### src/rtl/srr_pkg.sv
package srr_pkg;

    localparam int SEQ_SPACE_DEF    = 8;
    localparam int WINDOW_DEF       = 4;
    localparam int PAYLOAD_BITS_DEF = 64;

    localparam int SEQ_BITS         = 3;
    localparam int PORT_PAYLOAD_W   = 64;

    localparam logic KIND_DELIVER   = 1'b0;
    localparam logic KIND_ACK       = 1'b1;

    typedef struct packed {
        logic shift;
        logic load;
    } t_cell_ctl;

endpackage

### src/rtl/srr_cell.sv
module srr_cell #(
    parameter int PAYLOAD_BITS = srr_pkg::PAYLOAD_BITS_DEF
) (
    input  logic                    i_clk,
    input  logic                    i_rst_n,
    input  srr_pkg::t_cell_ctl      i_ctl,
    input  logic [PAYLOAD_BITS-1:0] i_data,
    input  logic                    i_next_filled,
    input  logic [PAYLOAD_BITS-1:0] i_next_payload,
    output logic                    o_filled,
    output logic [PAYLOAD_BITS-1:0] o_payload
);

    logic                    r_filled;
    logic [PAYLOAD_BITS-1:0] r_payload;

    always_ff @(posedge i_clk) begin
        if (!i_rst_n) begin
            r_filled <= 1'b0;
        end else if (i_ctl.load) begin
            r_filled <= 1'b1;
        end else if (i_ctl.shift) begin
            r_filled <= i_next_filled;
        end
    end

    always_ff @(posedge i_clk) begin
        if (i_ctl.load) begin
            r_payload <= i_data;
        end else if (i_ctl.shift) begin
            r_payload <= i_next_payload;
        end
    end

    assign o_filled  = r_filled;
    assign o_payload = r_payload;

endmodule

### src/rtl/selective_repeat_receiver.sv
// channel | direction | handshake               | fields
// in      | input     | i_in_valid / o_in_ready | seq_num, checksum_ok, payload
// out     | output    | o_out_valid / i_out_ready | kind, delivered_payload, ack_num, last
//
// A good packet is stored into the slot chain, then releases D in-order deliveries
// (0 to WINDOW), the chain shifting once toward the head per delivery, then an ACK.
// A corrupt packet is dropped without any output.
// Synchronous active-low reset clears the window base and all slot flags.
// A stall on the output holds the drain; input is taken only between packets.
module selective_repeat_receiver #(
    parameter int SEQ_SPACE    = srr_pkg::SEQ_SPACE_DEF,
    parameter int WINDOW       = srr_pkg::WINDOW_DEF,
    parameter int PAYLOAD_BITS = srr_pkg::PAYLOAD_BITS_DEF
) (
    input  logic                                i_clk,
    input  logic                                i_rst_n,
    input  logic                                i_in_valid,
    output logic                                o_in_ready,
    input  logic [srr_pkg::SEQ_BITS-1:0]        i_seq_num,
    input  logic                                i_checksum_ok,
    input  logic [srr_pkg::PORT_PAYLOAD_W-1:0]  i_payload,
    output logic                                o_out_valid,
    input  logic                                i_out_ready,
    output logic                                o_kind,
    output logic [srr_pkg::PORT_PAYLOAD_W-1:0]  o_delivered_payload,
    output logic [srr_pkg::SEQ_BITS-1:0]        o_ack_num,
    output logic                                o_last
);

    localparam int BW = (SEQ_SPACE > 2) ? $clog2(SEQ_SPACE) : 1;

    localparam logic ST_IDLE  = 1'b0;
    localparam logic ST_DRAIN = 1'b1;

    logic                          r_state, n_state;
    logic [BW-1:0]                 r_base, n_base;
    logic [srr_pkg::SEQ_BITS-1:0]  r_seq;

    logic                          r_out_valid;
    logic                          r_out_kind;
    logic [PAYLOAD_BITS-1:0]       r_out_payload;
    logic [srr_pkg::SEQ_BITS-1:0]  r_out_ack;
    logic                          r_out_last;

    logic                          w_accept;
    logic                          w_out_free;
    logic                          w_shift;
    logic                          w_emit;
    logic [srr_pkg::SEQ_BITS:0]    w_seq_mod;
    logic [BW:0]                   w_sum;
    logic [BW-1:0]                 w_offset;

    logic [WINDOW:0]               w_filled;
    logic [PAYLOAD_BITS-1:0]       w_pay [WINDOW+1];
    logic [WINDOW-1:0]             w_hit;

    assign o_in_ready = (r_state == ST_IDLE);
    assign w_accept   = i_in_valid && o_in_ready;
    assign w_out_free = !r_out_valid || i_out_ready;
    assign w_emit     = (r_state == ST_DRAIN) && w_out_free;
    assign w_shift    = w_emit && w_filled[0];

    always_comb begin
        w_seq_mod = {1'b0, i_seq_num};
        for (int k = 0; k < 3; k++) begin
            if (int'(w_seq_mod) >= SEQ_SPACE) begin
                w_seq_mod = w_seq_mod - (srr_pkg::SEQ_BITS+1)'(SEQ_SPACE);
            end
        end
        w_sum = (BW+1)'(w_seq_mod) + (BW+1)'(SEQ_SPACE) - {1'b0, r_base};
        if (int'(w_sum) >= SEQ_SPACE) begin
            w_offset = BW'(w_sum - (BW+1)'(SEQ_SPACE));
        end else begin
            w_offset = BW'(w_sum);
        end
    end

    assign w_filled[WINDOW] = 1'b0;
    assign w_pay[WINDOW]    = '0;

    for (genvar g = 0; g < WINDOW; g++) begin : g_cell
        srr_pkg::t_cell_ctl w_ctl;

        assign w_hit[g]    = (int'(w_offset) == g) && !w_filled[g];
        assign w_ctl.load  = w_accept && i_checksum_ok && w_hit[g];
        assign w_ctl.shift = w_shift;

        srr_cell #(
            .PAYLOAD_BITS(PAYLOAD_BITS)
        ) u_cell (
            .i_clk          (i_clk),
            .i_rst_n        (i_rst_n),
            .i_ctl          (w_ctl),
            .i_data         (i_payload[PAYLOAD_BITS-1:0]),
            .i_next_filled  (w_filled[g+1]),
            .i_next_payload (w_pay[g+1]),
            .o_filled       (w_filled[g]),
            .o_payload      (w_pay[g])
        );
    end

    always_comb begin
        n_state = r_state;
        n_base  = r_base;
        unique case (r_state)
            ST_IDLE: begin
                if (w_accept && i_checksum_ok) begin
                    n_state = ST_DRAIN;
                end
            end
            ST_DRAIN: begin
                if (w_shift) begin
                    n_base = (int'(r_base) == SEQ_SPACE - 1) ? '0 : r_base + 1'b1;
                end else if (w_emit) begin
                    n_state = ST_IDLE;
                end
            end
            default: n_state = ST_IDLE;
        endcase
    end

    always_ff @(posedge i_clk) begin
        if (!i_rst_n) begin
            r_state     <= ST_IDLE;
            r_base      <= '0;
            r_out_valid <= 1'b0;
        end else begin
            r_state <= n_state;
            r_base  <= n_base;
            if (w_emit) begin
                r_out_valid <= 1'b1;
            end else if (i_out_ready) begin
                r_out_valid <= 1'b0;
            end
        end
    end

    always_ff @(posedge i_clk) begin
        if (w_accept) begin
            r_seq <= i_seq_num;
        end
        if (w_emit) begin
            if (w_filled[0]) begin
                r_out_kind    <= srr_pkg::KIND_DELIVER;
                r_out_payload <= w_pay[0];
                r_out_ack     <= '0;
                r_out_last    <= 1'b0;
            end else begin
                r_out_kind    <= srr_pkg::KIND_ACK;
                r_out_payload <= '0;
                r_out_ack     <= r_seq;
                r_out_last    <= 1'b1;
            end
        end
    end

    assign o_out_valid         = r_out_valid;
    assign o_kind              = r_out_kind;
    assign o_delivered_payload = srr_pkg::PORT_PAYLOAD_W'(r_out_payload);
    assign o_ack_num           = r_out_ack;
    assign o_last              = r_out_last;

endmodule

### config.mk
export PLATFORM = sky130hd
export DESIGN_NAME = selective_repeat_receiver
export DESIGN_NICKNAME = d
export VERILOG_FILES = /design/src/rtl/srr_pkg.sv /design/src/rtl/srr_cell.sv /design/src/rtl/selective_repeat_receiver.sv
export SDC_FILE = /design/constraint.sdc
export NUM_CORES = 1
export LEC_CHECK = 0
export ABC_AREA = 1
export ABC_CLOCK_PERIOD_IN_PS = 3500
export BUFFER_PORTS_ARGS = -buffer_cell sky130_fd_sc_hd__buf_2
export CAP_MARGIN = 10
export CELL_PAD_IN_SITES_DETAIL_PLACEMENT = 1
export CELL_PAD_IN_SITES_GLOBAL_PLACEMENT = 1
export CORE_MARGIN = 8
export CORE_UTILIZATION = 42
export DETAILED_ROUTE_END_ITERATION = 12
export GPL_ROUTABILITY_DRIVEN = 0
export PLACE_DENSITY = 0.84
export SETUP_SLACK_MARGIN = 0.02
export SYNTH_ARGS = -nofsm -noshare
export SYNTH_HDL_FRONTEND = slang
export SYNTH_SLANG_ARGS = --single-unit
### constraint.sdc
create_clock -name i_clk -period 3.5 [get_ports i_clk]
set_input_delay 0.525 -clock i_clk [delete_from_list [all_inputs] [get_ports i_clk]]
set_output_delay 0.525 -clock i_clk [all_outputs]
set_load 0.02 [all_outputs]
==> metrics <==
DR pass1 iterations=5; EDFF count, synth=approximately 330; Yosys top cell area share=68.9%; CTS resizes=0; Worst VDD drop=around 0.00025 V; R2R Path Start=r_base[0]; critical-path cell list=ha_1 > fa_1 > nand4_1 > nor2_4 > buf_4 > nand3_1 > nand2_1; final WL=36900 um; endpoint type of the worst setup path=flop; port bufs=between 100 and 150; starting density of the core=42.6%; Max Clock Freq=roughly 370 MHz; RSZ-0062 raised after global routing=false; # DRC=0; Hold Violations, Final=0; Setup Fix Bufs, Post-CTS=0; total negative setup slack=0 ns; Synth Cell Area=14200 sq um; count leader, synth=nand2_1; status=finished, final reports clean; Synth Area in Compound Gates=0.422%; Period minus WS final=2.71 ns; # rows=67; area leader, netlist=edfxtp_1; worst slack at placement=approximately 0.52 ns; most frequent cells after synthesis=nand2_1 (473), edfxtp_1 (327), nand3_1 (197); Clock Tree Root=clkbuf_16; pin count of the biggest net entering global routing=73; Simple-Gate Fraction of Synth Area=between 20% and 30%; DIE AREA=40100 sq um; via count=9803; antenna violations before repair=8; vias per cell=between 5 and 6; Final period util=between 70 and 80%; Primary FF master, synth=edfxtp_1; actual slew at the worst max-slew pin=between 0.8 and 0.9 ns; Worst slew margin=a little over two fifths; Post-synth ARST share=0%; Yosys Warn Count=0; P_leak=between 7 and 8 nW; Synth Area in XOR/XNOR=0%; max cap viols=0; CTS buffer count=37; Critical Path Fanout Max=64; per-cell routed wire length=19.1 um; post-synthesis area per instance=roughly 11 sq um; core area=about 33000 sq um; Final Util=48.9%; worst hold path class=in -> reg; Slew Limit Fails=0; final worst slack=slightly below 0.8 ns; clock slew at reported path FFs=approximately 0.06 ns; Synth Area in Adders=less than 1%; Crit. Startpoint=r_base[0]; Clock Latency Late Sink=~0.50 ns; slowest cell on the critical path=buf_4; Max stage delay on crit path=approximately 0.65 ns; CP required=just under 4 ns; Seq/Total Area, Yosys=roughly 70%; die width=200 um; CTS tree=yes; CTS Sinks=approximately 340; cell area power density=509 nW/um^2; global-route wire length before repair=between 50000 and 60000 um; Final nets=around 1500; largest family of logic cells by synthesized area=simple AND/OR/NAND/NOR gates; initial drt markers=between 600 and 700; Worst setup SP type=flop; die height=~200 um; Post-DP Area=15300 sq um; vias in the first global route=approximately 11000; Fill cells=approximately 3700; layout cells sized above 1=15.2%; Syn Nets=around 1400; Setup Viol. Count Final=0; top cells by area, synth=edfxtp_1 (69%), nand2_1 (12%), nand3_1 (6.9%), inv_1 (3.9%), nor2_1 (1.9%); clk_skew=~0.009 ns; GRT Total Usage=a little under a fifth; Crit Path Class=reg -> reg; Max H-tree Level=2; Syn Inst Count=roughly 1300; HP Start=i_seq_num[1]; Worst Path Arrival=slightly above 3 ns; register bit total from synthesis=between 300 and 400; CTS Hold Buffers Added=0; IO Pins=143; Yosys cell types=17; WHS=around 0.22 ns; Synth-to-Final Area Change=14.8%; Design Area, Final=~16000 sq um; aggregate global routing overflow=0; Post-DP HPWL=between 20000 and 25000 um; CTS Buffer Depth=3; post-synthesis mux area share=0%; DRT antenna net count=0
==> state kept, by name (all words and copies together) (netlist names) <==
register	count
o_last	1
r_seq	3
g_cell.u_cell.o_payload	256
o_out_valid	1
r_state	1
g_cell.u_cell.o_filled	4
o_delivered_payload	64
o_ack_num	3
r_base	3
==> logic make-up (layout without fill, tap and decap cells) <==
logic type,after synthesis,after routing
AND/OR/NAND/NOR,747,747
flip-flops,336,336
buffers and inverters,228,375
AO/OA/AOI/OAI,12,12
adder cells (fa/ha/maj),4,4
other,0,8
==> layer usage <==
| metal | track usage, % | wire length [um] | vias up |
|---|---|---|---|
| li1 | - | - | 4599 |
| met2 | 32.0 | 19000 | 267 |
| met4 | 8.00 | 1400 | 0 |
| met3 | 2.71 | 1730 | 73 |
| met5 | 0 | 0 | - |
| met1 | 21.3 | 14700 | 4864 |
==> through the flow <==
stage,total power [mW],std cells
after floorplan,4.80,1327
after global routing,8.59,1930
after global placement,4.98,1861
after detailed placement,5.00,1861
after CTS,8.39,1922
final,8.33,1930
==> worst paths after layout <==
check,end,slack [ns],cells past startpoint
worst max register to register,g_cell[1].u_cell.o_payload[22],0.79,7
worst min register to register,g_cell[3].u_cell.o_filled,0.47,2
worst max-delay path,g_cell[1].u_cell.o_payload[22],0.79,7
worst min-delay path,r_seq[1],0.22,1
==> cells in the final DEF, fill, tap and decap left out <==
cell	netlist	routed
clkinv_2	0	5
edfxtp_1	327	327
buf_2	37	142
clkinv_1	0	12
buf_12	0	4
o21ai_0	3	3
nand2_2	0	4
a21oi_1	9	9
nand2_4	0	5
clkinvlp_4	0	1
nand3_1	197	197
nor2_4	0	3
ha_1	3	3
buf_4	20	20
clkbuf_16	0	37
nor2_1	71	69
inv_2	1	1
nor2_2	2	1
diode_2	0	8
dfxtp_2	0	1
nand2_1	473	464
clkbuf_1	12	7
dfxtp_1	9	8
inv_1	147	146
fa_1	1	1
nand4_1	4	4
==> critical path: cells and delay by family (launching register included) <==
family	cells	cell delay (ns)
buffers and inverters	1	0.65
adder cells (fa/ha/maj)	2	0.72
flip-flops	1	0.35
AND/OR/NAND/NOR	4	0.78
==> cell type report <==
class	count	area, sq um	share of cell area (%)
diodes	8	20.0	0.122
clock buffers	44	952	5.82
clock inverters	17	72.6	0.444
inverters	148	557	3.40
multi-input cells	763	3250	19.9
flip-flops and latches	336	10000	61.2
well taps	448	561	3.43
repair buffers	166	941	5.75
==> power by group <==
group          switching, mW  internal (mW)  total, mW
clock                   1.49           1.92       3.41
combinational          0.323          0.108      0.431
sequential            0.0230           4.46       4.48
Power figures use the tool's default switching activity.
